### src/rtl/gtr_pkg.sv
// ----------------------------------------------------------------------------
// gtr_pkg: shared types, codes and the font table of the text renderer.
// Holds command codes, register indexes, the queued operation format and
// the 5x7 column font.
// ----------------------------------------------------------------------------
`timescale 1ns / 1ps

package gtr_pkg;

    // Scale values fit in five bits for any supported maximum scale.
    localparam int SCALE_W    = 5;
    localparam int CFG_IDX_W  = 3;
    localparam int CFG_DATA_W = 11;

    localparam int ADVANCE_X  = 6;
    localparam int ADVANCE_Y  = 8;
    localparam logic [7:0] FIRST_CODE   = 8'd32;
    localparam logic [7:0] LAST_CODE    = 8'd126;
    localparam logic [7:0] NEWLINE_CODE = 8'd10;

    // Input commands.
    localparam logic [1:0] CMD_BEGIN     = 2'd0;
    localparam logic [1:0] CMD_DRAW      = 2'd1;
    localparam logic [1:0] CMD_READ_FRAME = 2'd2;
    localparam logic [1:0] CMD_READ_MASK = 2'd3;

    // Register indexes.
    localparam logic [CFG_IDX_W-1:0] CFG_ORIGIN_X    = 3'd0;
    localparam logic [CFG_IDX_W-1:0] CFG_ORIGIN_Y    = 3'd1;
    localparam logic [CFG_IDX_W-1:0] CFG_GLYPH_SCALE = 3'd2;
    localparam logic [CFG_IDX_W-1:0] CFG_INK_BLACK   = 3'd3;
    localparam logic [CFG_IDX_W-1:0] CFG_MASK_ENABLE = 3'd4;

    // Operations passed from the front end to the drawing engine.
    localparam logic [1:0] OP_DRAW       = 2'd0;
    localparam logic [1:0] OP_READ_FRAME = 2'd1;
    localparam logic [1:0] OP_READ_MASK  = 2'd2;

    typedef struct packed {
        logic [1:0]  kind;
        logic [7:0]  code;
        logic [15:0] cx;
        logic [15:0] cy;
        logic [13:0] addr;
    } op_t;

    typedef struct packed {
        logic [SCALE_W-1:0] scale;
        logic               ink;
        logic               mask_en;
    } cfg_t;

    // Font: five column bytes per glyph, first column in the top byte,
    // bit 0 of a column is the top row.
    localparam logic [39:0] GLYPH_ROM [0:94] = '{
        40'h0000000000, 40'h00005F0000, 40'h0007000700, 40'h147F147F14,
        40'h242A7F2A12, 40'h2313086462, 40'h3649552250, 40'h0005030000,
        40'h001C224100, 40'h0041221C00, 40'h082A1C2A08, 40'h08083E0808,
        40'h0050300000, 40'h0808080808, 40'h0060600000, 40'h2010080402,
        40'h3E5149453E, 40'h00427F4000, 40'h4261514946, 40'h2141454B31,
        40'h1814127F10, 40'h2745454539, 40'h3C4A494930, 40'h0171090503,
        40'h3649494936, 40'h064949291E, 40'h0036360000, 40'h0056360000,
        40'h0008142241, 40'h1414141414, 40'h4122140800, 40'h0201510906,
        40'h324979413E, 40'h7E1111117E, 40'h7F49494936, 40'h3E41414122,
        40'h7F4141221C, 40'h7F49494941, 40'h7F09090101, 40'h3E41415132,
        40'h7F0808087F, 40'h00417F4100, 40'h2040413F01, 40'h7F08142241,
        40'h7F40404040, 40'h7F0204027F, 40'h7F0408107F, 40'h3E4141413E,
        40'h7F09090906, 40'h3E4151215E, 40'h7F09192946, 40'h4649494931,
        40'h01017F0101, 40'h3F4040403F, 40'h1F2040201F, 40'h7F2018207F,
        40'h6314081463, 40'h0304780403, 40'h6151494543, 40'h00007F4141,
        40'h0204081020, 40'h41417F0000, 40'h0402010204, 40'h4040404040,
        40'h0001020400, 40'h2054545478, 40'h7F48444438, 40'h3844444420,
        40'h384444487F, 40'h3854545418, 40'h087E090102, 40'h081454543C,
        40'h7F08040478, 40'h00447D4000, 40'h2040443D00, 40'h007F102844,
        40'h00417F4000, 40'h7C04180478, 40'h7C08040478, 40'h3844444438,
        40'h7C14141408, 40'h081414187C, 40'h7C08040408, 40'h4854545420,
        40'h043F444020, 40'h3C4040207C, 40'h1C2040201C, 40'h3C4030403C,
        40'h4428102844, 40'h0C5050503C, 40'h4464544C44, 40'h0008364100,
        40'h00007F0000, 40'h0041360800, 40'h08082A1C08
    };

    // One column byte of a glyph; idx is the code minus the first code.
    function automatic logic [7:0] glyph_column(input logic [6:0] idx,
                                                input logic [2:0] col);
        logic [39:0] entry;
        entry = (idx <= 7'd94) ? GLYPH_ROM[idx] : 40'h0;
        return entry[(39 - 8 * int'(col)) -: 8];
    endfunction

    // Saturate an 18-bit signed value to the 16-bit signed range.
    function automatic logic [15:0] sat16(input logic [17:0] v);
        if ($signed(v) > $signed(18'sd32767))
            return 16'h7FFF;
        else if ($signed(v) < -$signed(18'sd32768))
            return 16'h8000;
        else
            return v[15:0];
    endfunction

endpackage

### src/rtl/gtr_fifo.sv
// ----------------------------------------------------------------------------
// gtr_fifo: two-entry operation queue.
// Decouples the command front end from the drawing engine.
// ----------------------------------------------------------------------------
`timescale 1ns / 1ps

module gtr_fifo
    import gtr_pkg::*;
(
    input  logic clk,
    input  logic rst_n,
    input  logic push,
    input  op_t  push_op,
    output logic full,
    input  logic pop,
    output logic op_valid,
    output op_t  head
);

    op_t        slot_reg [0:1];
    logic       wr_ptr_reg, wr_ptr_next;
    logic       rd_ptr_reg, rd_ptr_next;
    logic [1:0] count_reg, count_next;
    logic       do_push, do_pop;

    assign full     = (count_reg == 2'd2);
    assign op_valid = (count_reg != 2'd0);
    assign head     = slot_reg[rd_ptr_reg];
    assign do_push  = push && !full;
    assign do_pop   = pop && op_valid;

    // Pointer and fill count update.
    always_comb
    begin
        wr_ptr_next = do_push ? !wr_ptr_reg : wr_ptr_reg;
        rd_ptr_next = do_pop ? !rd_ptr_reg : rd_ptr_reg;
        count_next  = count_reg;
        if (do_push && !do_pop)
        begin
            count_next = count_reg + 2'd1;
        end
        else if (!do_push && do_pop)
        begin
            count_next = count_reg - 2'd1;
        end
    end

    always_ff @(posedge clk or negedge rst_n)
    begin
        if (!rst_n)
        begin
            wr_ptr_reg <= 1'b0;
            rd_ptr_reg <= 1'b0;
            count_reg  <= 2'd0;
        end
        else
        begin
            wr_ptr_reg <= wr_ptr_next;
            rd_ptr_reg <= rd_ptr_next;
            count_reg  <= count_next;
        end
    end

    // Queue storage.
    always_ff @(posedge clk)
    begin
        if (do_push)
        begin
            slot_reg[wr_ptr_reg] <= push_op;
        end
    end

endmodule

### config.mk
export PLATFORM = sky130hd
export DESIGN_NAME = gtr_fifo
export DESIGN_NICKNAME = d
export VERILOG_FILES = /design/src/rtl/gtr_pkg.sv /design/src/rtl/gtr_fifo.sv
export SDC_FILE = /design/constraint.sdc
export NUM_CORES = 1
export LEC_CHECK = 0
export ABC_AREA = 0
export BUFFER_PORTS_ARGS = -buffer_cell sky130_fd_sc_hd__buf_4
export CAP_MARGIN = 25
export CORE_ASPECT_RATIO = 1.25
export CORE_UTILIZATION = 56
export CTS_CLUSTER_SIZE = 16
export DETAILED_ROUTE_END_ITERATION = 10
export PLACE_DENSITY = 0.84
export REMOVE_ABC_BUFFERS = 1
export SYNTH_ARGS = -nofsm -noshare
export SYNTH_HDL_FRONTEND = slang
export SYNTH_SLANG_ARGS = --single-unit
### constraint.sdc
create_clock -name clk -period 5.68 [get_ports clk]
set_input_delay 1.136 -clock clk [delete_from_list [all_inputs] [get_ports clk]]
set_output_delay 1.136 -clock clk [all_outputs]
set_load 0.1 [all_outputs]
==> results of run 1 <==
cell families (layout without fill, tap and decap cells):
kind of cell	count (synthesis)	in the layout	share of synthesized area, %
AND/OR/NAND/NOR	7	7	0.7754
flip-flops	116	116	79.45
adder cells (fa/ha/maj)	1	1	0.2870
multiplexers	56	56	17.05
buffers and inverters	8	153	1.435
XOR/XNOR	5	5	1.005
worst max path at each step:
stage | startpoint | end | slack (ns) | cells after the start
global placement | rd_ptr_reg | head[53] | 2.46 | 3
floorplan | push | slot_reg[0][0] | 1.64 | 2
finish | rd_ptr_reg | head[53] | 1.96 | 3
global route | rd_ptr_reg | head[54] | 1.81 | 3
detailed placement | rd_ptr_reg | head[2] | 2.45 | 3
CTS | rd_ptr_reg | head[2] | 1.90 | 3
area by class of cell:
cell class	instances	area share (%)
flip-flops and latches	116	58.59
clock inverters	13	2.793
inverters	2	0.1270
clock buffers	18	7.067
multi-input cells	69	14.24
repair buffers	120	15.23
well taps	92	1.947
cell usage in the layout (no fill, tap or decap), types with 2 or more instances in the layout:
cell type,instances
dfrtp_1,3
mux2_4,30
clkbuf_16,16
nand2_1,2
xor2_1,2
mux2_2,26
bufinv_16,4
xnor2_1,3
clkinv_1,2
clkinv_2,6
buf_4,120
inv_1,2
edfxtp_1,112
stage by stage:
stage / instance area [µm²] / instances / utilization [%] / hold slack [ns]
2_1_floorplan: 4304 / 187 / - / 0.4559
3_3_place_gp: 5330 / 399 / 71.60 / 0.4837
3_5_place_dp: 5330 / 399 / 71.60 / 0.4938
4_1_cts: 5913 / 430 / 79.43 / 0.4106
5_1_grt: 5913 / 430 / 79.43 / 0.4094
6_report: 5913 / 430 / 79.43 / 0.4346
worst max-delay path, cell delays in order, from the launching register on:
cell and delay (ns):
dfrtp_2 0.93, buf_4 0.53, mux2_2 0.39, buf_4 0.23
metal layers:
metal | global-route usage, % | routed length, µm
met1 | 22.60 | 2965
met4 | 9.478 | 157
met3 | 5.792 | 356
met5 | 0 | 0
met2 | 34.91 | 4220
==> qor.txt, run 1 <==
Worst Max-Slew Pin Slew: 0.8666 ns
Post-synth ARST share: 3.448%
drt pass-1 iters: 4
core area: 7445 µm²
fin crit period: 3.725 ns
fin nets: 387
post-synthesis cell area: 4359 µm²
cts hold-fix bufs: 0
r2r startpoint: count_reg[0]
Fillers: 413
Remaining DRCs: 0
grt ovf: 0
status: finished clean
post-synth top area cell: edfxtp_1
Die Area: 8143 µm²
ant diodes: 0
area of the multi-input gates: 842.1 µm²
number of synthesized register bits: 116
final-report max-slew violation count: 0
worst rel slew slack: 42.23%
EDFF count, synth: 112
Area Growth Syn to Fin: 35.65%
clock transition at the registers of the reported paths: 0.05 ns
Setup TNS: 0 ns
Critical Path RT: 4.54 ns
CTS Buffer Depth: 2
Worst Setup Start Kind: flop
Post-Route WL: 7699 µm
Syn Area/Cell: 22.59 µm²
Setup Buffers After CTS: 0
die extent in x: 80.92 µm
worst-path maximum fanout: 34
reg2reg path depth: 4
Synth cell types: 15
cts bufs inserted: 17
Max-Cap Viols: 0
clock skew: 0.006334 ns
gpl congestion: 0.7062
Starting Density: 58.55%
IO Pins: 118
Worst EP arrival: 2.59 ns
share of the synthesized area in the top cell type: 77.15%
Hold Path Class: in -> async
crit share post-route: 65.57%
sequential-to-total area share from yosys stat: 79.45%
Die Height: 100.6 µm
clock root buffer: clkbuf_8
CTS tree: yes
antenna violations before repair: 0
RSZ-0062 raised after global routing: false
Syn Inst Count: 193
max FFs per register: 112
vias after detailed routing: 2,222
Placement Setup Slack: 2.449 ns
Skew-Pair Late Insertion Delay: 0.49 ns
htree depth: 4
top post-synthesis cells by count: 112 x edfxtp_1, 30 x mux2_4, 26 x mux2_2, 4 x buf_6, 4 x dfrtp_1
Crit Path Class: reg -> out
Detailed Route Iter0 Violations: 87
Clock Sinks: 116
Setup-failing EPs final: 0
reg2reg setup slack: 3.49 ns
register area: 3465 µm²
global-route wire length before repair: 11,500 µm
Syn. warnings: 0
final hold violation count: 0
Main synth FF type: edfxtp_1
Vias per Instance: 5.167
largest net degree at the start of global routing: 35
Tot GR Track Use: 20.15%
post-route setup slack: 1.955 ns
share of cells above drive strength 1: 61.54%
most common cell in the netlist: edfxtp_1
Port Buffers: 117
largest cells by area after synthesis: edfxtp_1 77%, mux2_4 10%, mux2_2 6.7%, dfrtp_1 2.3%, buf_6 1.0%
max frequency: 268.5 MHz
r2r endpoint: slot_reg[0][0]
final antenna-violating net count: 0
Post-DP HPWL: 4898 µm
vias in the first global route: 2,274
endpoint class of the critical path: primary output
Post-CTS Resized: 0
std cell rows: 35
routed len/inst: 17.90 µm
Power of run 1 is left out: the tool's default activity adds up to more than one toggle a clock period on the data nets, which glitch-free logic cannot reach.
==> run 2: changes to the inputs <==
--- a/config.mk
+++ b/config.mk
@@ -9,10 +9,10 @@
 export BUFFER_PORTS_ARGS = -buffer_cell sky130_fd_sc_hd__buf_4
 export CAP_MARGIN = 25
 export CORE_ASPECT_RATIO = 1.25
-export CORE_UTILIZATION = 56
+export CORE_UTILIZATION = 47
 export CTS_CLUSTER_SIZE = 16
 export DETAILED_ROUTE_END_ITERATION = 10
-export PLACE_DENSITY = 0.84
+export PLACE_DENSITY = 0.76
 export REMOVE_ABC_BUFFERS = 1
 export SYNTH_ARGS = -nofsm -noshare
 export SYNTH_HDL_FRONTEND = slang
==> constraint.sdc (replaced) <==
create_clock -name clk -period 3.2 [get_ports clk]
set_input_delay 0.64 -clock clk [delete_from_list [all_inputs] [get_ports clk]]
set_output_delay 0.64 -clock clk [all_outputs]
set_load 0.1 [all_outputs]
==> run 2 against run 1 <==
Register-to-register slack got worse by 2.2 ns. Non-clock buffer count unchanged. Via count decreased by 0.50%. Highest routed layer unchanged. Critical path depth decreased by 1. Wire length decreased by 1.8%.
==> qor.txt, run 2 (synthesis results as in run 1) <==
CP max stage cell: dfrtp_4
Max-Cap Viols: 0
core area: 8843 µm²
antenna violations before repair: 0
Critical Path RT: 2.56 ns
endpoint class of the critical path: primary output
status: finished clean
crit-path max cell delay: 1.03 ns
Starting Density: 49.29%
Worst Setup Start Kind: flop
worst-path maximum fanout: 57
area post-placement: 5385 µm²
routed len/inst: 16.50 µm
Die Area: 9667 µm²
fin area: 5891 µm²
cts bufs inserted: 17
CP top delay family: flip-flops
Worst EP arrival: 2.21 ns
std cell rows: 38
fin crit period: 2.853 ns
grt ovf: 0
gpl congestion: 0.6941
worst rel slew slack: 38.81%
RSZ-0062 raised after global routing: false
Remaining DRCs: 0
Setup TNS: 0 ns
crit share post-route: 89.15%
Tot GR Track Use: 16.75%
Setup Buffers After CTS: 0
die extent in x: 88.14 µm
largest net degree at the start of global routing: 58
vias in the first global route: 2,295
fin util: 66.61%
max frequency: 350.5 MHz
IO Pins: 118
Post-CTS Resized: 0
share of cells above drive strength 1: 58.88%
Die Height: 109.7 µm
final antenna-violating net count: 0
Detailed Route Iter0 Violations: 123
clock skew: 0.004479 ns
CTS tree: yes
crit-path cells: mux2_2 > buf_4
fin nets: 387
Vias per Instance: 4.828
global-route wire length before repair: 11,210 µm
CTS Buffer Depth: 2
final-report max-slew violation count: 0
Setup-failing EPs final: 0
Clock Sinks: 116
vias after detailed routing: 2,211
Post-DP HPWL: 4738 µm
drt pass-1 iters: 4
clock transition at the registers of the reported paths: 0.05 ns
Post-Route WL: 7558 µm
clock root buffer: clkbuf_8
Hold Path Class: in -> reg
ant diodes: 0
htree depth: 4
Skew-Pair Late Insertion Delay: 0.50 ns
Bufs and invs on worst path: 1
leading cell type in the layout, fill and taps excluded: buf_4
max FFs per register: 112
Crit Path Class: reg -> out
Area Growth Syn to Fin: 35.13%
most frequent cells in the layout: 117 x buf_4, 112 x edfxtp_1, 30 x mux2_4
Worst Max-Slew Pin Slew: 0.9179 ns
final hold violation count: 0
Port Buffers: 117
## run 2: cell types whose count changed in the layout (fill, tap and decap cells not counted), sizes merged
cell	change
bufinv	-3
clkbuf	+3
buf	-1
clkinv	+1
clkinvlp	-1
dlygate4sd3	+1
## run 2: cell type report
class,instances,area [µm²]
Sequential cell,116,3467
Fill cell,631,2953
Timing Repair Buffer,120,928.4
Multi-Input combinational cell,69,842.1
Clock buffer,21,429.2
Tap cell,120,150.1
Clock inverter,10,66.31
Inverter,2,7.507
## run 2: metal layers
| metal | vias to the layer above | GRT usage (%) | part of all wire [%] |
|---|---|---|---|
| li1 | 1027 | - | - |
| met1 | 1078 | 16.72 | 35 |
| met2 | 97 | 29.13 | 55 |
| met3 | 9 | 8.183 | 7.9 |
| met4 | 0 | 7.604 | 1.6 |
| met5 | - | 0 | 0 |
## run 2: path summary, 6_finish.rpt
check                        startpoint               to  slack (ns)  cells after the start
min in group asynchronous         rst_n     count_reg[0]        0.49                      2
max in group asynchronous         rst_n       rd_ptr_reg        2.60                      2
setup reg to reg           count_reg[0]   slot_reg[0][9]        1.34                      4
hold reg to reg            count_reg[1]     count_reg[1]        0.49                      1
setup / recovery             rd_ptr_reg         head[45]        0.35                      2
hold / removal              push_op[39]  slot_reg[0][39]        0.32                      1
## run 2: per-stage QoR
stage / hold slack [ns] / worst slack, ns / std cells
2_1_floorplan: 0.3444 / -0.3443 / 187
3_3_place_gp: 0.4384 / 0.8308 / 426
3_5_place_dp: 0.4393 / 0.8361 / 426
4_1_cts: 0.2944 / 0.2819 / 458
5_1_grt: 0.2901 / 0.2215 / 458
6_report: 0.3206 / 0.3472 / 458
## run 2: repair_timing
item | in CTS | in global routing
hold buffers | 1 | 0
setup endpoints to repair | 0 | 0
endpoints found under the hold margin | 4 | 0
Power of run 2 is left out for the same reason.
==> run 3: changes to the inputs <==
--- a/config.mk
+++ b/config.mk
@@ -6,13 +6,13 @@
 export NUM_CORES = 1
 export LEC_CHECK = 0
 export ABC_AREA = 0
-export BUFFER_PORTS_ARGS = -buffer_cell sky130_fd_sc_hd__buf_4
 export CAP_MARGIN = 25
 export CORE_ASPECT_RATIO = 1.25
-export CORE_UTILIZATION = 47
+export CORE_UTILIZATION = 56
 export CTS_CLUSTER_SIZE = 16
 export DETAILED_ROUTE_END_ITERATION = 10
-export PLACE_DENSITY = 0.76
+export DONT_BUFFER_PORTS = 1
+export PLACE_DENSITY = 0.74
 export REMOVE_ABC_BUFFERS = 1
 export SYNTH_ARGS = -nofsm -noshare
 export SYNTH_HDL_FRONTEND = slang
==> run 3 against run 2 <==
Register-to-register slack worse by 0.09 ns. Die area shrank 16%. Clock skew grew 0.00074 ns. Flip-flop and latch count unchanged. Critical path depth stayed put. Wire length is 14% lower. Clock-buffer cell count increased by 3. First-iteration DRC count is 4.1% lower. Core utilization increased by 0.53 points. Critical path type unchanged. Final cell count is 31% lower.
==> qor.txt, run 3 (synthesis results as in run 1) <==
status: finished clean
r2r startpoint: count_reg[0]
Die Height: 100.6 µm
Area Growth Syn to Fin: 14.67%
IO Pins: 118
Worst Max-Slew Pin Slew: 0.8165 ns
global-route wire length before repair: 9687 µm
core area: 7445 µm²
RSZ-0062 raised after global routing: false
worst rel slew slack: 45.51%
clock root buffer: clkbuf_8
Post-Route WL: 6525 µm
fin nets: 271
r2r endpoint: slot_reg[0][54]
clock transition at the registers of the reported paths: 0.05 ns
htree depth: 4
Worst EP arrival: 1.81 ns
vias in the first global route: 1,886
Vias per Instance: 5.561
area post-placement: 4489 µm²
reg2reg path depth: 4
Hold Path Class: in -> reg
worst-path maximum fanout: 57
antenna violations before repair: 0
Setup TNS: 0 ns
endpoint class of the critical path: primary output
clock skew: 0.005220 ns
fin util: 67.14%
die extent in x: 80.92 µm
Die Area: 8143 µm²
Detailed Route Iter0 Violations: 118
drt pass-1 iters: 4
Crit Path Class: reg -> out
hold depth: 0
CTS Buffer Depth: 2
Worst Setup Start Kind: flop
std cell rows: 35
Tot GR Track Use: 17.27%
Non-Filler Instances: 314
cts bufs inserted: 17
vias after detailed routing: 1,746
Setup-failing EPs final: 0
final hold violation count: 0
CTS tree: yes
Remaining DRCs: 0
fin area: 4999 µm²
Fillers: 469
fin crit period: 2.451 ns
routed len/inst: 20.78 µm
final antenna-violating net count: 0
Skew-Pair Late Insertion Delay: 0.48 ns
leading cell type in the layout, fill and taps excluded: edfxtp_1
gpl congestion: 0.6532
DP Cell Count: 282
final-report max-slew violation count: 0
Hold Crit Start: push_op[44]
Critical Path RT: 2.56 ns
max frequency: 408.0 MHz
most frequent cells in the layout: 112 x edfxtp_1, 30 x mux2_4, 26 x mux2_2
Port Buffers: 0
grt ovf: 0
ant diodes: 0
Starting Density: 58.55%
Post-CTS Resized: 0
Clock Sinks: 116
largest net degree at the start of global routing: 58
Post-DP HPWL: 4383 µm
Hold Path Sink: slot_reg[0][44]
reg2reg setup slack: 1.25 ns
share of cells above drive strength 1: 38.74%
crit share post-route: 76.59%
max FFs per register: 112
Max-Cap Viols: 0
## run 3: changes by cell type in the layout (fill, tap and decap cells not counted), sizes merged
cell and change:
buf -116, clkbuf +3, clkinv -3
## run 3: layer usage
layer / track usage (%) / vias to the layer above / wire length [µm]
li1: - / 792 / -
met1: 19.04 / 865 / 2379
met2: 27.99 / 82 / 3486
met3: 6.968 / 7 / 584
met4: 9.890 / 0 / 74
met5: 0 / - / 0
## run 3: timing repair
| action | 4_1_cts | 5_1_grt |
|---|---|---|
| buffers inserted | 0 | 0 |
| hold buffers | 1 | 0 |
| hold endpoints to repair | 4 | 0 |
## run 3: worst max-delay path by stage
stage	start	to	slack, ns	cells after the start
6_report	rd_ptr_reg	head[1]	0.75	2
5_1_grt	rd_ptr_reg	head[1]	0.68	2
4_1_cts	rd_ptr_reg	head[38]	0.71	2
3_5_place_dp	push	slot_reg[0][47]	1.18	3
3_3_place_gp	rd_ptr_reg	head[47]	1.26	2
2_1_floorplan	push	slot_reg[0][0]	-0.34	2
## run 3: final cells by class
| cell class | instances | area, µm² | share of cell area (%) |
|---|---|---|---|
| well taps | 92 | 115.1 | 2.303 |
| inverters | 2 | 7.507 | 0.1502 |
| clock inverters | 7 | 58.81 | 1.176 |
| flip-flops and latches | 116 | 3465 | 69.31 |
| repair buffers | 4 | 70.07 | 1.402 |
| clock buffers | 24 | 440.4 | 8.811 |
| multi-input cells | 69 | 842.1 | 16.85 |
## run 3: worst max-delay path, cell delays in order (launching register included)
cell	delay (ns)
dfrtp_2	0.37
buf_12	0.32
mux2_2	0.61
## run 3: per-stage QoR
stage / hold slack [ns] / worst slack, ns
final: 0.2485 / 0.7492
after global routing: 0.2185 / 0.6822
after CTS: 0.2226 / 0.7141
after detailed placement: 0.3445 / 1.185
after global placement: 0.3445 / 1.264
after floorplan: 0.3444 / -0.3443
Power of run 3 is left out for the same reason.
