[src/rtl/gtr_pkg.sv]
// ----------------------------------------------------------------------------
// gtr_pkg: shared types, codes and the font table of the text renderer.
// Holds command codes, register indexes, the queued operation format and
// the 5x7 column font.
// ----------------------------------------------------------------------------
`timescale 1ns / 1ps

package gtr_pkg;

    // Scale values fit in five bits for any supported maximum scale.
    localparam int SCALE_W    = 5;
    localparam int CFG_IDX_W  = 3;
    localparam int CFG_DATA_W = 11;

    localparam int ADVANCE_X  = 6;
    localparam int ADVANCE_Y  = 8;
    localparam logic [7:0] FIRST_CODE   = 8'd32;
    localparam logic [7:0] LAST_CODE    = 8'd126;
    localparam logic [7:0] NEWLINE_CODE = 8'd10;

    // Input commands.
    localparam logic [1:0] CMD_BEGIN     = 2'd0;
    localparam logic [1:0] CMD_DRAW      = 2'd1;
    localparam logic [1:0] CMD_READ_FRAME = 2'd2;
    localparam logic [1:0] CMD_READ_MASK = 2'd3;

    // Register indexes.
    localparam logic [CFG_IDX_W-1:0] CFG_ORIGIN_X    = 3'd0;
    localparam logic [CFG_IDX_W-1:0] CFG_ORIGIN_Y    = 3'd1;
    localparam logic [CFG_IDX_W-1:0] CFG_GLYPH_SCALE = 3'd2;
    localparam logic [CFG_IDX_W-1:0] CFG_INK_BLACK   = 3'd3;
    localparam logic [CFG_IDX_W-1:0] CFG_MASK_ENABLE = 3'd4;

    // Operations passed from the front end to the drawing engine.
    localparam logic [1:0] OP_DRAW       = 2'd0;
    localparam logic [1:0] OP_READ_FRAME = 2'd1;
    localparam logic [1:0] OP_READ_MASK  = 2'd2;

    typedef struct packed {
        logic [1:0]  kind;
        logic [7:0]  code;
        logic [15:0] cx;
        logic [15:0] cy;
        logic [13:0] addr;
    } op_t;

    typedef struct packed {
        logic [SCALE_W-1:0] scale;
        logic               ink;
        logic               mask_en;
    } cfg_t;

    // Font: five column bytes per glyph, first column in the top byte,
    // bit 0 of a column is the top row.
    localparam logic [39:0] GLYPH_ROM [0:94] = '{
        40'h0000000000, 40'h00005F0000, 40'h0007000700, 40'h147F147F14,
        40'h242A7F2A12, 40'h2313086462, 40'h3649552250, 40'h0005030000,
        40'h001C224100, 40'h0041221C00, 40'h082A1C2A08, 40'h08083E0808,
        40'h0050300000, 40'h0808080808, 40'h0060600000, 40'h2010080402,
        40'h3E5149453E, 40'h00427F4000, 40'h4261514946, 40'h2141454B31,
        40'h1814127F10, 40'h2745454539, 40'h3C4A494930, 40'h0171090503,
        40'h3649494936, 40'h064949291E, 40'h0036360000, 40'h0056360000,
        40'h0008142241, 40'h1414141414, 40'h4122140800, 40'h0201510906,
        40'h324979413E, 40'h7E1111117E, 40'h7F49494936, 40'h3E41414122,
        40'h7F4141221C, 40'h7F49494941, 40'h7F09090101, 40'h3E41415132,
        40'h7F0808087F, 40'h00417F4100, 40'h2040413F01, 40'h7F08142241,
        40'h7F40404040, 40'h7F0204027F, 40'h7F0408107F, 40'h3E4141413E,
        40'h7F09090906, 40'h3E4151215E, 40'h7F09192946, 40'h4649494931,
        40'h01017F0101, 40'h3F4040403F, 40'h1F2040201F, 40'h7F2018207F,
        40'h6314081463, 40'h0304780403, 40'h6151494543, 40'h00007F4141,
        40'h0204081020, 40'h41417F0000, 40'h0402010204, 40'h4040404040,
        40'h0001020400, 40'h2054545478, 40'h7F48444438, 40'h3844444420,
        40'h384444487F, 40'h3854545418, 40'h087E090102, 40'h081454543C,
        40'h7F08040478, 40'h00447D4000, 40'h2040443D00, 40'h007F102844,
        40'h00417F4000, 40'h7C04180478, 40'h7C08040478, 40'h3844444438,
        40'h7C14141408, 40'h081414187C, 40'h7C08040408, 40'h4854545420,
        40'h043F444020, 40'h3C4040207C, 40'h1C2040201C, 40'h3C4030403C,
        40'h4428102844, 40'h0C5050503C, 40'h4464544C44, 40'h0008364100,
        40'h00007F0000, 40'h0041360800, 40'h08082A1C08
    };

    // One column byte of a glyph; idx is the code minus the first code.
    function automatic logic [7:0] glyph_column(input logic [6:0] idx,
                                                input logic [2:0] col);
        logic [39:0] entry;
        entry = (idx <= 7'd94) ? GLYPH_ROM[idx] : 40'h0;
        return entry[(39 - 8 * int'(col)) -: 8];
    endfunction

    // Saturate an 18-bit signed value to the 16-bit signed range.
    function automatic logic [15:0] sat16(input logic [17:0] v);
        if ($signed(v) > $signed(18'sd32767))
            return 16'h7FFF;
        else if ($signed(v) < -$signed(18'sd32768))
            return 16'h8000;
        else
            return v[15:0];
    endfunction

endpackage

[src/rtl/gtr_front.sv]
// ----------------------------------------------------------------------------
// gtr_front: command front end.
// Holds the registers and the cursor, accepts items, updates the cursor and
// queues draw and read operations for the drawing engine.
// ----------------------------------------------------------------------------
`timescale 1ns / 1ps

module gtr_front
    import gtr_pkg::*;
#(
    parameter int MAX_SCALE = 8
) (
    input  logic                  clk,
    input  logic                  rst_n,
    input  logic                  push,
    input  logic [1:0]            cmd,
    input  logic [7:0]            char_code,
    input  logic [13:0]           byte_address,
    output logic                  full,
    input  logic                  cfg_write,
    input  logic [CFG_IDX_W-1:0]  cfg_index,
    input  logic [CFG_DATA_W-1:0] cfg_data,
    input  logic                  clearing,
    input  logic                  fifo_full,
    output logic                  enq,
    output op_t                   enq_op,
    output cfg_t                  cfg
);

    logic [10:0]        origin_x_reg, origin_y_reg;
    logic [3:0]         scale_reg;
    logic               ink_reg, mask_en_reg;
    logic [15:0]        cursor_x_reg, cursor_x_next;
    logic [15:0]        cursor_y_reg, cursor_y_next;
    logic [SCALE_W-1:0] eff_scale;
    logic               accept;
    logic               printable;
    logic [15:0]        origin_x_ext, origin_y_ext;

    assign full   = fifo_full || clearing;
    assign accept = push && !full;

    // Effective scale: zero reads as one, large values clamp to the maximum.
    always_comb
    begin
        if (scale_reg == 4'd0)
            eff_scale = SCALE_W'(1);
        else if (SCALE_W'(scale_reg) > SCALE_W'(MAX_SCALE))
            eff_scale = SCALE_W'(MAX_SCALE);
        else
            eff_scale = SCALE_W'(scale_reg);
    end

    assign cfg.scale   = eff_scale;
    assign cfg.ink     = ink_reg;
    assign cfg.mask_en = mask_en_reg;

    assign origin_x_ext = {{5{origin_x_reg[10]}}, origin_x_reg};
    assign origin_y_ext = {{5{origin_y_reg[10]}}, origin_y_reg};
    assign printable    = (char_code >= FIRST_CODE) && (char_code <= LAST_CODE);

    // Classify the item, move the cursor and build the queued operation.
    always_comb
    begin
        cursor_x_next = cursor_x_reg;
        cursor_y_next = cursor_y_reg;
        enq           = 1'b0;
        enq_op.kind   = OP_DRAW;
        enq_op.code   = char_code;
        enq_op.cx     = cursor_x_reg;
        enq_op.cy     = cursor_y_reg;
        enq_op.addr   = byte_address;
        if (accept)
        begin
            unique case (cmd)
                CMD_BEGIN:
                begin
                    cursor_x_next = origin_x_ext;
                    cursor_y_next = origin_y_ext;
                end
                CMD_DRAW:
                begin
                    if (char_code == NEWLINE_CODE)
                    begin
                        cursor_x_next = origin_x_ext;
                        cursor_y_next = sat16({{2{cursor_y_reg[15]}}, cursor_y_reg}
                                              + 18'(eff_scale) * 18'(ADVANCE_Y));
                    end
                    else
                    begin
                        enq           = printable;
                        cursor_x_next = sat16({{2{cursor_x_reg[15]}}, cursor_x_reg}
                                              + 18'(eff_scale) * 18'(ADVANCE_X));
                    end
                end
                CMD_READ_FRAME:
                begin
                    enq         = 1'b1;
                    enq_op.kind = OP_READ_FRAME;
                end
                CMD_READ_MASK:
                begin
                    enq         = 1'b1;
                    enq_op.kind = OP_READ_MASK;
                end
                default:
                begin
                    enq = 1'b0;
                end
            endcase
        end
    end

    // Cursor registers.
    always_ff @(posedge clk or negedge rst_n)
    begin
        if (!rst_n)
        begin
            cursor_x_reg <= 16'd0;
            cursor_y_reg <= 16'd0;
        end
        else
        begin
            cursor_x_reg <= cursor_x_next;
            cursor_y_reg <= cursor_y_next;
        end
    end

    // Configuration registers.
    always_ff @(posedge clk or negedge rst_n)
    begin
        if (!rst_n)
        begin
            origin_x_reg <= 11'd0;
            origin_y_reg <= 11'd0;
            scale_reg    <= 4'd1;
            ink_reg      <= 1'b1;
            mask_en_reg  <= 1'b0;
        end
        else if (cfg_write)
        begin
            unique case (cfg_index)
                CFG_ORIGIN_X:    origin_x_reg <= cfg_data;
                CFG_ORIGIN_Y:    origin_y_reg <= cfg_data;
                CFG_GLYPH_SCALE: scale_reg    <= cfg_data[3:0];
                CFG_INK_BLACK:   ink_reg      <= cfg_data[0];
                CFG_MASK_ENABLE: mask_en_reg  <= cfg_data[0];
                default:         ;
            endcase
        end
    end

endmodule

[config.mk]
export PLATFORM = sky130hd
export DESIGN_NAME = gtr_front
export DESIGN_NICKNAME = d
export VERILOG_FILES = /design/src/rtl/gtr_pkg.sv /design/src/rtl/gtr_front.sv
export SDC_FILE = /design/constraint.sdc
export NUM_CORES = 1
export LEC_CHECK = 0
export BUFFER_PORTS_ARGS = -buffer_cell sky130_fd_sc_hd__buf_2
export CAP_MARGIN = 20
export CORE_MARGIN = 2
export CORE_UTILIZATION = 53
export DETAILED_ROUTE_END_ITERATION = 8
export PLACE_DENSITY = 0.91
export SYNTH_ARGS = -nofsm -noshare
export SYNTH_HDL_FRONTEND = slang
export SYNTH_SLANG_ARGS = --single-unit
[constraint.sdc]
create_clock -name clk -period 4.4 [get_ports clk]
set_clock_uncertainty 0.15 [all_clocks]
set_input_delay 0.88 -clock clk [delete_from_list [all_inputs] [get_ports clk]]
set_output_delay 0.88 -clock clk [all_outputs]
set_load 0.005 [all_outputs]
==> qor.yml, run 1 <==
crit_path_end_kind: "flop"
synth_nets: 463
required_ns: 4.50
area_growth_pct: 13.4
vias: 3500
worstSkewPairLatency_ns: 0.35
max_freq_ghz: 0.255
p_int_w: 0.00137
post-dp-hpwl_mm: 7.51
maxSlewViolCount: 0
synth_top_family_by_area: "compound AO/OA/AOI/OAI gates"
hold_class: "flop to flop"
instances_no_fill: 562
cts_resized: 0
synth-compound-area-share_pct: 21.2
tightest_slew_ns: 0.897
max_slew_margin_pct: 39.4
drtIter0Drc: 413
ir_drop_v: 0.000299
fin_setup_tns_ns: 0
synth-edff-count: 0
yosys_most_used_dff: "dfrtp_1"
critical_path.max_fanout: 10
synth-seq-area-share_pct: 39.2
swShare_pct: 37.6
drive_above_1_share_pct: 30.9
cts_buffers: 9
post_synth_xor_area_fraction_pct: 1.37
hold_path.startpoint: "cursor_x_reg[0]$_DFFE_PN0P_"
ys_seq_elements: 60
post_drt_via_cell_ratio: 6.23
clockBufferDepth: 2
gp_routability_congestion: 0.908
p_seq_share_pct: 38.8
comb_power_share_pct: 37.6
clkTransAtPathRegs_ns: 0.07
rsz0062_at_grt: "false"
cp.arrival_ns: 4.01
initial_core_util_pct: 53.8
syn_inst: 403
drv_cap: 0
synth.most_common_cell: "dfrtp_1"
ys_top_cells_by_area: "dfrtp_1, mux2_2, buf_4"
min_to: "cursor_x_reg[0]$_DFFE_PN0P_"
startpoint_type: "flop"
avgSynthCellArea_um2: 9.52
grt_usage_pct: 26.2
die_area_um2: 7930
rows: 31
synth_top_cell_by_area: "dfrtp_1"
rr_worst_depth: 13
fin_crit_ns: 3.92
synth_area_um2: 3840
setup_viol: 0
timing.hold.ws_ns: 0.327
die_x_um: 89.1
leakagePower_nw: 1.94
critPathSlowestCell: "dfstp_2"
synth_common_cells: "dfrtp_1, o21ai_0, mux2_2, nor2_1"
nets: 518
wl_per_cell_um: 18.2
dr.pass1.iters: 5
r2r_start: "scale_reg[0]$_DFFE_PN1P_"
postCtsSetupBuffers: 0
yosysWarnings: 0
yosysUniqueCellTypes: 64
antenna_left: 0
grt_pass1_wl_mm: 15.9
synth.mux.area_fraction_pct: 8.22
postSynth.asyncResetShare_pct: 100
status: "complete, no violations"
p_clk_share_pct: 23.5
htreeDepth: 3
grt_max_degree: 34
final_area_um2: 4350
clkSinkCount: 60
critPathLaunch: "scale_reg[0]$_DFFE_PN1P_"
fin_util_pct: 61.0
dp.cells: 546
cp_slowest_stage_delay_ns: 0.54
wirelength_mm: 10.2
reg2reg_setup_slack_ns: 0.48
hold_violations: 0
hold_buffers: 0
p_switching_w: 0.000825
min_path_cells: 1
pin_count: 109
cts_tree: "done"
crit_chain: "nor2_1 > nor2_1 > ha_1 > inv_1 > fa_1 > inv_1 > ha_1 > o211ai_1 > o21ai_2 > a21oi_2 > nand4_1 > a31o_1 > a32o_1"
port_buffers: 79
synth_fa_ha_area_share_pct: 5.81
core_area_um2: 7140
chipHeight_um: 89.1
root_buffer: "clkbuf_8"
grt_pass1_vias: 3316
antenna_found_initial: 0
synthSimpleGateAreaFrac_pct: 15.8
grt_overflow_total: 0
synth_top_area_share_pct: 37.8
r2r_end: "cursor_x_reg[10]$_DFFE_PN0P_"
crit_type: "flop to flop"
power.density_nw_per_um2: 504
diodes: 0
dpl_cell_area_um2: 4150
drc: 0
fin_crit_sh_pct: 89.0
-- final cells by class --
cell class	instances	area (µm²)
clock inverters	4	47.5
repair buffers	84	433
inverters	17	63.8
fillers	613	2790
clock buffers	12	155
well taps	99	124
flip-flops and latches	60	1500
multi-input cells	286	2020
-- metrics by stage --
stage	power (W)	worst slack (ns)
6_report	0.00219	0.484
5_1_grt	0.00232	0.261
4_1_cts	0.00218	0.510
3_3_place_gp	0.00162	0.752
2_1_floorplan	0.00138	1.01
3_5_place_dp	0.00166	0.574
-- metal layers --
layer,track usage [%],vias to the layer above,wire length [µm]
met1,34.4,1691,4080
met3,5.63,37,1010
li1,-,1569,-
met2,41.7,203,4820
met5,0,-,0
met4,12.3,0,309
-- power by group through the flow --
| stage | clock, W | combinational, W | sequential (W) |
|---|---|---|---|
| after floorplan | 0 | 0.000569 | 0.000816 |
| after global placement | 0 | 0.000769 | 0.000847 |
| after detailed placement | 0 | 0.000809 | 0.000855 |
| after CTS | 0.000517 | 0.000819 | 0.000845 |
| after global routing | 0.000537 | 0.000919 | 0.000868 |
| final | 0.000516 | 0.000826 | 0.000852 |
-- cell usage in the layout (no fill, tap or decap), drive strengths merged, types with 3 or more instances in the layout --
cell type / instances
a21o: 4
a21oi: 28
o21ai: 34
buf: 84
nor2: 29
fa: 3
a211oi: 4
and3: 7
o31ai: 5
nor4bb: 3
xnor2: 4
dfrtp: 58
ha: 13
nand4: 5
nor4: 4
nand2b: 8
nor3: 10
a31oi: 3
nor2b: 4
o21a: 4
and2: 3
o22ai: 6
inv: 17
nand3: 10
a22o: 3
nand2: 22
o211ai: 12
clkbuf: 12
a41oi: 3
mux2: 28
-- worst max path at each step --
stage,endpoint,depth (start not counted)
3_5_place_dp,cursor_x_reg[10]$_DFFE_PN0P_,13
4_1_cts,cursor_x_reg[10]$_DFFE_PN0P_,13
3_3_place_gp,cursor_x_reg[10]$_DFFE_PN0P_,13
2_1_floorplan,cursor_x_reg[12]$_DFFE_PN0P_,14
5_1_grt,cursor_x_reg[10]$_DFFE_PN0P_,14
6_report,cursor_x_reg[10]$_DFFE_PN0P_,13
-- critical path: cells and delay by family (launching register included) --
family	cells	cell delay (ns)
buffers and inverters	2	0.10
AND/OR/NAND/NOR	3	0.70
AO/OA/AOI/OAI	5	1.29
adder cells (fa/ha/maj)	3	1.03
flip-flops	1	0.54
-- cell families after synthesis --
family                     count (synthesis)
AOI/OAI and AO/OA                        121
and+or+nand+nor                          114
DFF                                       60
buffers and inverters                     57
muxes                                     28
adders and majority gates                 16
xor gates and xnor gates                   6
other                                      1
No activity file was read; power rests on OpenSTA's default activity.
==> run 2: changes to the inputs <==
--- a/config.mk
+++ b/config.mk
@@ -5,10 +5,13 @@
 export SDC_FILE = /design/constraint.sdc
 export NUM_CORES = 1
 export LEC_CHECK = 0
+export ABC_AREA = 1
 export BUFFER_PORTS_ARGS = -buffer_cell sky130_fd_sc_hd__buf_2
 export CAP_MARGIN = 20
+export CELL_PAD_IN_SITES_DETAIL_PLACEMENT = 1
+export CELL_PAD_IN_SITES_GLOBAL_PLACEMENT = 2
 export CORE_MARGIN = 2
-export CORE_UTILIZATION = 53
+export CORE_UTILIZATION = 29
 export DETAILED_ROUTE_END_ITERATION = 8
 export PLACE_DENSITY = 0.91
 export SYNTH_ARGS = -nofsm -noshare
==> run 2 against run 1 <==
Compared with the run above:
- maximum frequency grew 15%
- cell count is 52% higher
- first-iteration DRC count is 66% lower
- combinational power grew 6.4%
- critical path depth up 4
- worst setup slack improved by 0.51 ns
- clock-buffer cell count up 1
- wire length up 25%
- die area grew 97%
- register-to-register slack better by 0.51 ns
- highest routed layer unchanged
==> qor.yml, run 2 <==
grt_pass1_wl_mm: 21.6
cts_tree: "done"
postCtsSetupBuffers: 0
postSynth.asyncResetShare_pct: 100
hold_buffers: 0
antenna_found_initial: 0
synth_common_cells: "nand2_1, inv_1, nor2_1"
hold_class: "flop to flop"
yosysWarnings: 0
drv_cap: 0
drive_above_1_share_pct: 19.1
pin_count: 109
setup_viol: 0
critPathLaunch: "scale_reg[0]$_DFFE_PN1P_"
core_area_um2: 14400
yosys_most_used_dff: "dfrtp_1"
power.density_nw_per_um2: 503
cts_buffers: 9
grt_usage_pct: 16.8
port_buffers: 79
ys_top_cells_by_area: "dfrtp_1, nand2_1, nand3_1"
wl_per_cell_um: 14.9
ir_drop_v: 0.000221
synth_nets: 672
grt_max_degree: 42
leakagePower_nw: 2.72
die_area_um2: 15700
nets: 725
ys_seq_elements: 60
synth_area_um2: 4250
initial_core_util_pct: 29.5
avgSynthCellArea_um2: 6.95
dr.pass1.iters: 4
fin_crit_sh_pct: 77.4
area_growth_pct: 16.8
fin_crit_ns: 3.41
fin_setup_tns_ns: 0
cp.arrival_ns: 3.48
post_drt_via_cell_ratio: 4.72
critical_path.max_fanout: 10
maxSlewViolCount: 0
tightest_slew_ns: 0.964
dp_slack_ns: 0.974
rows: 44
max_freq_ghz: 0.294
synth_top_area_share_pct: 34.1
post-dp-hpwl_mm: 9.82
crit_type: "flop to flop"
cts_resized: 0
syn_inst: 612
gp_routability_congestion: 0.880
drc: 0
clkTransAtPathRegs_ns: 0.06
setup_ws_ns: 0.995
synth_top_cell_by_area: "dfrtp_1"
grt_pass1_vias: 4319
grt_overflow_total: 0
wirelength_mm: 12.8
layout_commonest_cell: "nand2_1"
worstSkewPairLatency_ns: 0.33
die_x_um: 125
required_ns: 4.47
root_buffer: "clkbuf_16"
antenna_left: 0
status: "complete, no violations"
vias: 4030
synth.most_common_cell: "nand2_1"
clkSinkCount: 60
synth-edff-count: 0
clockBufferDepth: 2
yosysUniqueCellTypes: 39
rsz0062_at_grt: "false"
diodes: 0
drtIter0Drc: 142
hold_violations: 0
chipHeight_um: 125
synth-seq-area-share_pct: 35.4
htreeDepth: 3
startpoint_type: "flop"
final_cell_mix: "nand2_1, buf_2, inv_1"
r2r_start: "scale_reg[0]$_DFFE_PN1P_"
hold_path.startpoint: "mask_en_reg$_DFFE_PN0P_"
crit_path_end_kind: "flop"
max_slew_margin_pct: 35.8
## run 2: cell types whose count changed after synthesis, moves of 8 or more
cell and change:
mux2_2 -28, nand2_1 +164, nand3_1 +47, inv_1 +57
nand2b_1 -8, nor2_1 +33, a21oi_1 -11, nor3_1 -8
o211ai_1 -10
## run 2: per-stage QoR
| stage | hold slack, ns | std cells | power [W] | utilization [%] | area (µm²) |
|---|---|---|---|---|---|
| 2_1_floorplan | 0.297 | 612 | 0.00140 | - | 4250 |
| 3_3_place_gp | 0.315 | 838 | 0.00166 | 32.1 | 4630 |
| 3_5_place_dp | 0.324 | 838 | 0.00170 | 32.1 | 4630 |
| 4_1_cts | 0.338 | 854 | 0.00252 | 34.4 | 4970 |
| 5_1_grt | 0.368 | 854 | 0.00268 | 34.4 | 4970 |
| 6_report | 0.332 | 854 | 0.00250 | 34.4 | 4970 |
## run 2: logic make-up (layout without fill, tap and decap cells)
family          Yosys count  count (layout)  share of synthesized area, %
simple gates            344             344                          36.2
buf+inv                 118             176                          13.1
compound gates           61              61                          7.59
flops                    60              60                          35.4
fa+ha+maj                16              16                          5.24
xor+xnor                 12              12                          2.47
other cells               1               1                        0.0882
## run 2: area by class of cell
type,instances,area [µm²]
Tap cell,184,230
Inverter,80,300
Clock buffer,13,270
Clock inverter,3,67.6
Fill cell,1856,9460
Timing Repair Buffer,80,403
Sequential cell,60,1500
Multi-Input combinational cell,434,2190
## run 2: path summary, 6_finish.rpt
kind / cells after the start / slack [ns] / end
worst max-delay path: 17 / 0.99 / cursor_x_reg[0]$_DFFE_PN0P_
worst min register to register: 2 / 0.33 / mask_en_reg$_DFFE_PN0P_
min in group asynchronous: 1 / 0.55 / origin_x_reg[10]$_DFFE_PN0P_
max in group asynchronous: 2 / 2.70 / cursor_x_reg[2]$_DFFE_PN0P_
worst min-delay path: 2 / 0.33 / mask_en_reg$_DFFE_PN0P_
worst max register to register: 17 / 0.99 / cursor_x_reg[0]$_DFFE_PN0P_
## run 2: critical path, cell delays in order, from the launching register on
cell and delay [ns]:
dfstp_2 0.53, a21oi_1 0.04, nor2_1 0.23, ha_1 0.22, inv_1 0.06, fa_1 0.40
nor2_1 0.16, ha_1 0.30, a21oi_1 0.34, nand3_2 0.21, nand3_1 0.14, nand2_1 0.07
nand2_2 0.10, nand2_4 0.10, nand2_1 0.10, nand2_1 0.05, nand2_1 0.06, nand2_1 0.04
## run 2: report_power, final
group	switching, W	internal [W]
clock network	0.000259	0.000543
registers	0.000138	0.000677
logic	0.000533	0.000346
## run 2: metal layers
layer | part of all wire [%] | vias to the layer above | wire (µm) | global-route usage [%]
met4 | 1.0 | 0 | 131 | 5.23
met3 | 2.8 | 12 | 352 | 2.78
li1 | - | 1988 | - | -
met1 | 46 | 1976 | 5920 | 21.3
met2 | 50 | 54 | 6370 | 29.3
met5 | 0 | - | 0 | 0
==> run 3: changes to the inputs <==
==> constraint.sdc (replaced) <==
create_clock -name clk -period 3.15 [get_ports clk]
set_clock_uncertainty 0.15 [all_clocks]
set_input_delay 0.63 -clock clk [delete_from_list [all_inputs] [get_ports clk]]
set_output_delay 0.63 -clock clk [all_outputs]
set_load 0.005 [all_outputs]
==> run 3 against run 2 <==
Compared with the run above:
- sequential share of layout area down 1.7 points
- non-clock buffer count up 18
- utilization up 2.0 points
- clock power up 14%
- flip-flop and latch count unchanged
- global-route usage about the same
- sequential power up 41%
- power up 41%
- highest routed layer unchanged
- design area up 5.8%
==> qor.yml, run 3 (synthesis results as in run 2) <==
dp_slack_ns: -0.126
initial_core_util_pct: 29.5
fin_crit_ns: 3.11
status: "complete, no violations"
drv_cap: 0
setup_ws_ns: 0.0423
reg2reg_setup_slack_ns: 0.04
vias: 4142
ir_drop_v: 0.000215
post_drt_via_cell_ratio: 4.74
diodes: 0
cp.arrival_ns: 3.18
rows: 44
fin_crit_sh_pct: 98.7
area_growth_pct: 23.6
antenna_found_initial: 0
drive_above_1_share_pct: 26.1
crit_type: "flop to flop"
nets: 745
dr.pass1.iters: 5
swShare_pct: 40.5
clkTransAtPathRegs_ns: 0.06
clockBufferDepth: 2
p_seq_share_pct: 32.5
dp.cells: 850
timing.hold.ws_ns: 0.157
tightest_slew_ns: 0.712
drc: 0
final_cell_mix: "nand2_1, buf_2, inv_1"
comb_power_share_pct: 41.5
pin_count: 109
fin_util_pct: 36.4
die_x_um: 125
cts_tree: "done"
wirelength_mm: 13.2
htreeDepth: 3
register_area_um2: 1500
setup_viol: 0
p_switching_w: 0.00143
clkSinkCount: 60
max_freq_ghz: 0.322
crit_path_end_kind: "flop"
leakagePower_nw: 2.81
nFillCells: 1852
layout_commonest_cell: "nand2_1"
core_area_um2: 14400
grt_overflow_total: 0
power.density_nw_per_um2: 670
wl_per_cell_um: 15.1
hold_class: "input port to asynchronous set/reset pin"
cts_buffers: 9
max_slew_margin_pct: 52.4
antenna_left: 0
chipHeight_um: 125
post-dp-hpwl_mm: 9.91
fin_setup_tns_ns: 0
drtIter0Drc: 157
grt_max_degree: 61
grt_pass1_wl_mm: 21.7
worstSkewPairLatency_ns: 0.33
grt_usage_pct: 16.8
startpoint_type: "flop"
p_int_w: 0.00209
rsz0062_at_grt: "true"
port_buffers: 79
hold_violations: 0
grt_pass1_vias: 4377
gp_routability_congestion: 0.862
p_clk_share_pct: 26.0
required_ns: 3.22
instances_no_fill: 874
root_buffer: "clkbuf_16"
die_area_um2: 15700
maxSlewViolCount: 0
multiInputGateArea_um2: 2390
critical_path.max_fanout: 5
==> run 3: cell types whose count changed in the layout (fill, tap and decap cells not counted), moves of 4 or more <==
cell and delta:
buf_4 +17, nand3_1 -9, nand2_1 -8, nand3_2 +6
nand2_2 +5, a21oi_1 -4, nand2_4 +4, nand3_4 +4
==> run 3: path summary, 6_finish.rpt <==
kind | start | endpoint | cells past startpoint
min in group clk | cursor_x_reg[0]$_DFFE_PN0P_ | cursor_x_reg[0]$_DFFE_PN0P_ | 2
worst min register to register | cursor_x_reg[0]$_DFFE_PN0P_ | cursor_x_reg[0]$_DFFE_PN0P_ | 2
max in group asynchronous | rst_n | scale_reg[0]$_DFFE_PN1P_ | 2
worst max-delay path | scale_reg[0]$_DFFE_PN1P_ | cursor_x_reg[13]$_DFFE_PN0P_ | 17
worst min-delay path | rst_n | origin_x_reg[10]$_DFFE_PN0P_ | 2
worst max register to register | scale_reg[0]$_DFFE_PN1P_ | cursor_x_reg[13]$_DFFE_PN0P_ | 17
==> run 3: area by class of cell <==
class / count / area share (%)
clock buffers: 9 / 4.28
clock inverters: 7 / 1.00
inverters: 80 / 5.71
multi-input cells: 436 / 45.5
flip-flops and latches: 60 / 28.6
well taps: 184 / 4.38
repair buffers: 98 / 10.5
==> run 3: repair_timing <==
action                     in CTS  in global routing
hold buffers                    0                  0
setup endpoints to repair      15                 21
resized for setup              24                 19
buffers inserted                5                  1
cloned                          2                  0
pin swaps                      13                 20
==> run 3: power by group through the flow <==
stage	Combinational [W]	Clock (W)	Sequential (W)
CTS	0.00140	0.000932	0.00114
global route	0.00164	0.000971	0.00117
global placement	0.00124	0	0.00113
floorplan	0.000852	0	0.00110
finish	0.00146	0.000916	0.00115
detailed placement	0.00129	0	0.00114
==> run 3: critical path, cell delays in order (launching register included) <==
cell     delay [ns]
dfstp_2        0.54
a21oi_2        0.04
nor2_2         0.11
ha_2           0.20
inv_2          0.04
fa_2           0.34
xor2_1         0.15
ha_1           0.38
nand2_1        0.08
nor2_1         0.11
nand2_1        0.12
nand3_4        0.14
nand3_2        0.09
nand2_2        0.09
nand2_4        0.10
nand3_4        0.10
nand3_1        0.08
and2_1         0.15
==> run 3: routing by layer <==
metal	track usage (%)	vias to the layer above	wire length, µm
met4	5.56	0	196
met1	21.7	2010	6040
met5	0	-	0
li1	-	2053	-
met3	1.63	20	283
met2	29.5	59	6700
==> run 3: per-stage QoR <==
| step | total power, W | cell area [µm²] |
|---|---|---|
| after floorplan | 0.00195 | 4250 |
| after global placement | 0.00237 | 4730 |
| after detailed placement | 0.00244 | 4730 |
| after CTS | 0.00348 | 5170 |
| after global routing | 0.00378 | 5260 |
| final | 0.00352 | 5260 |
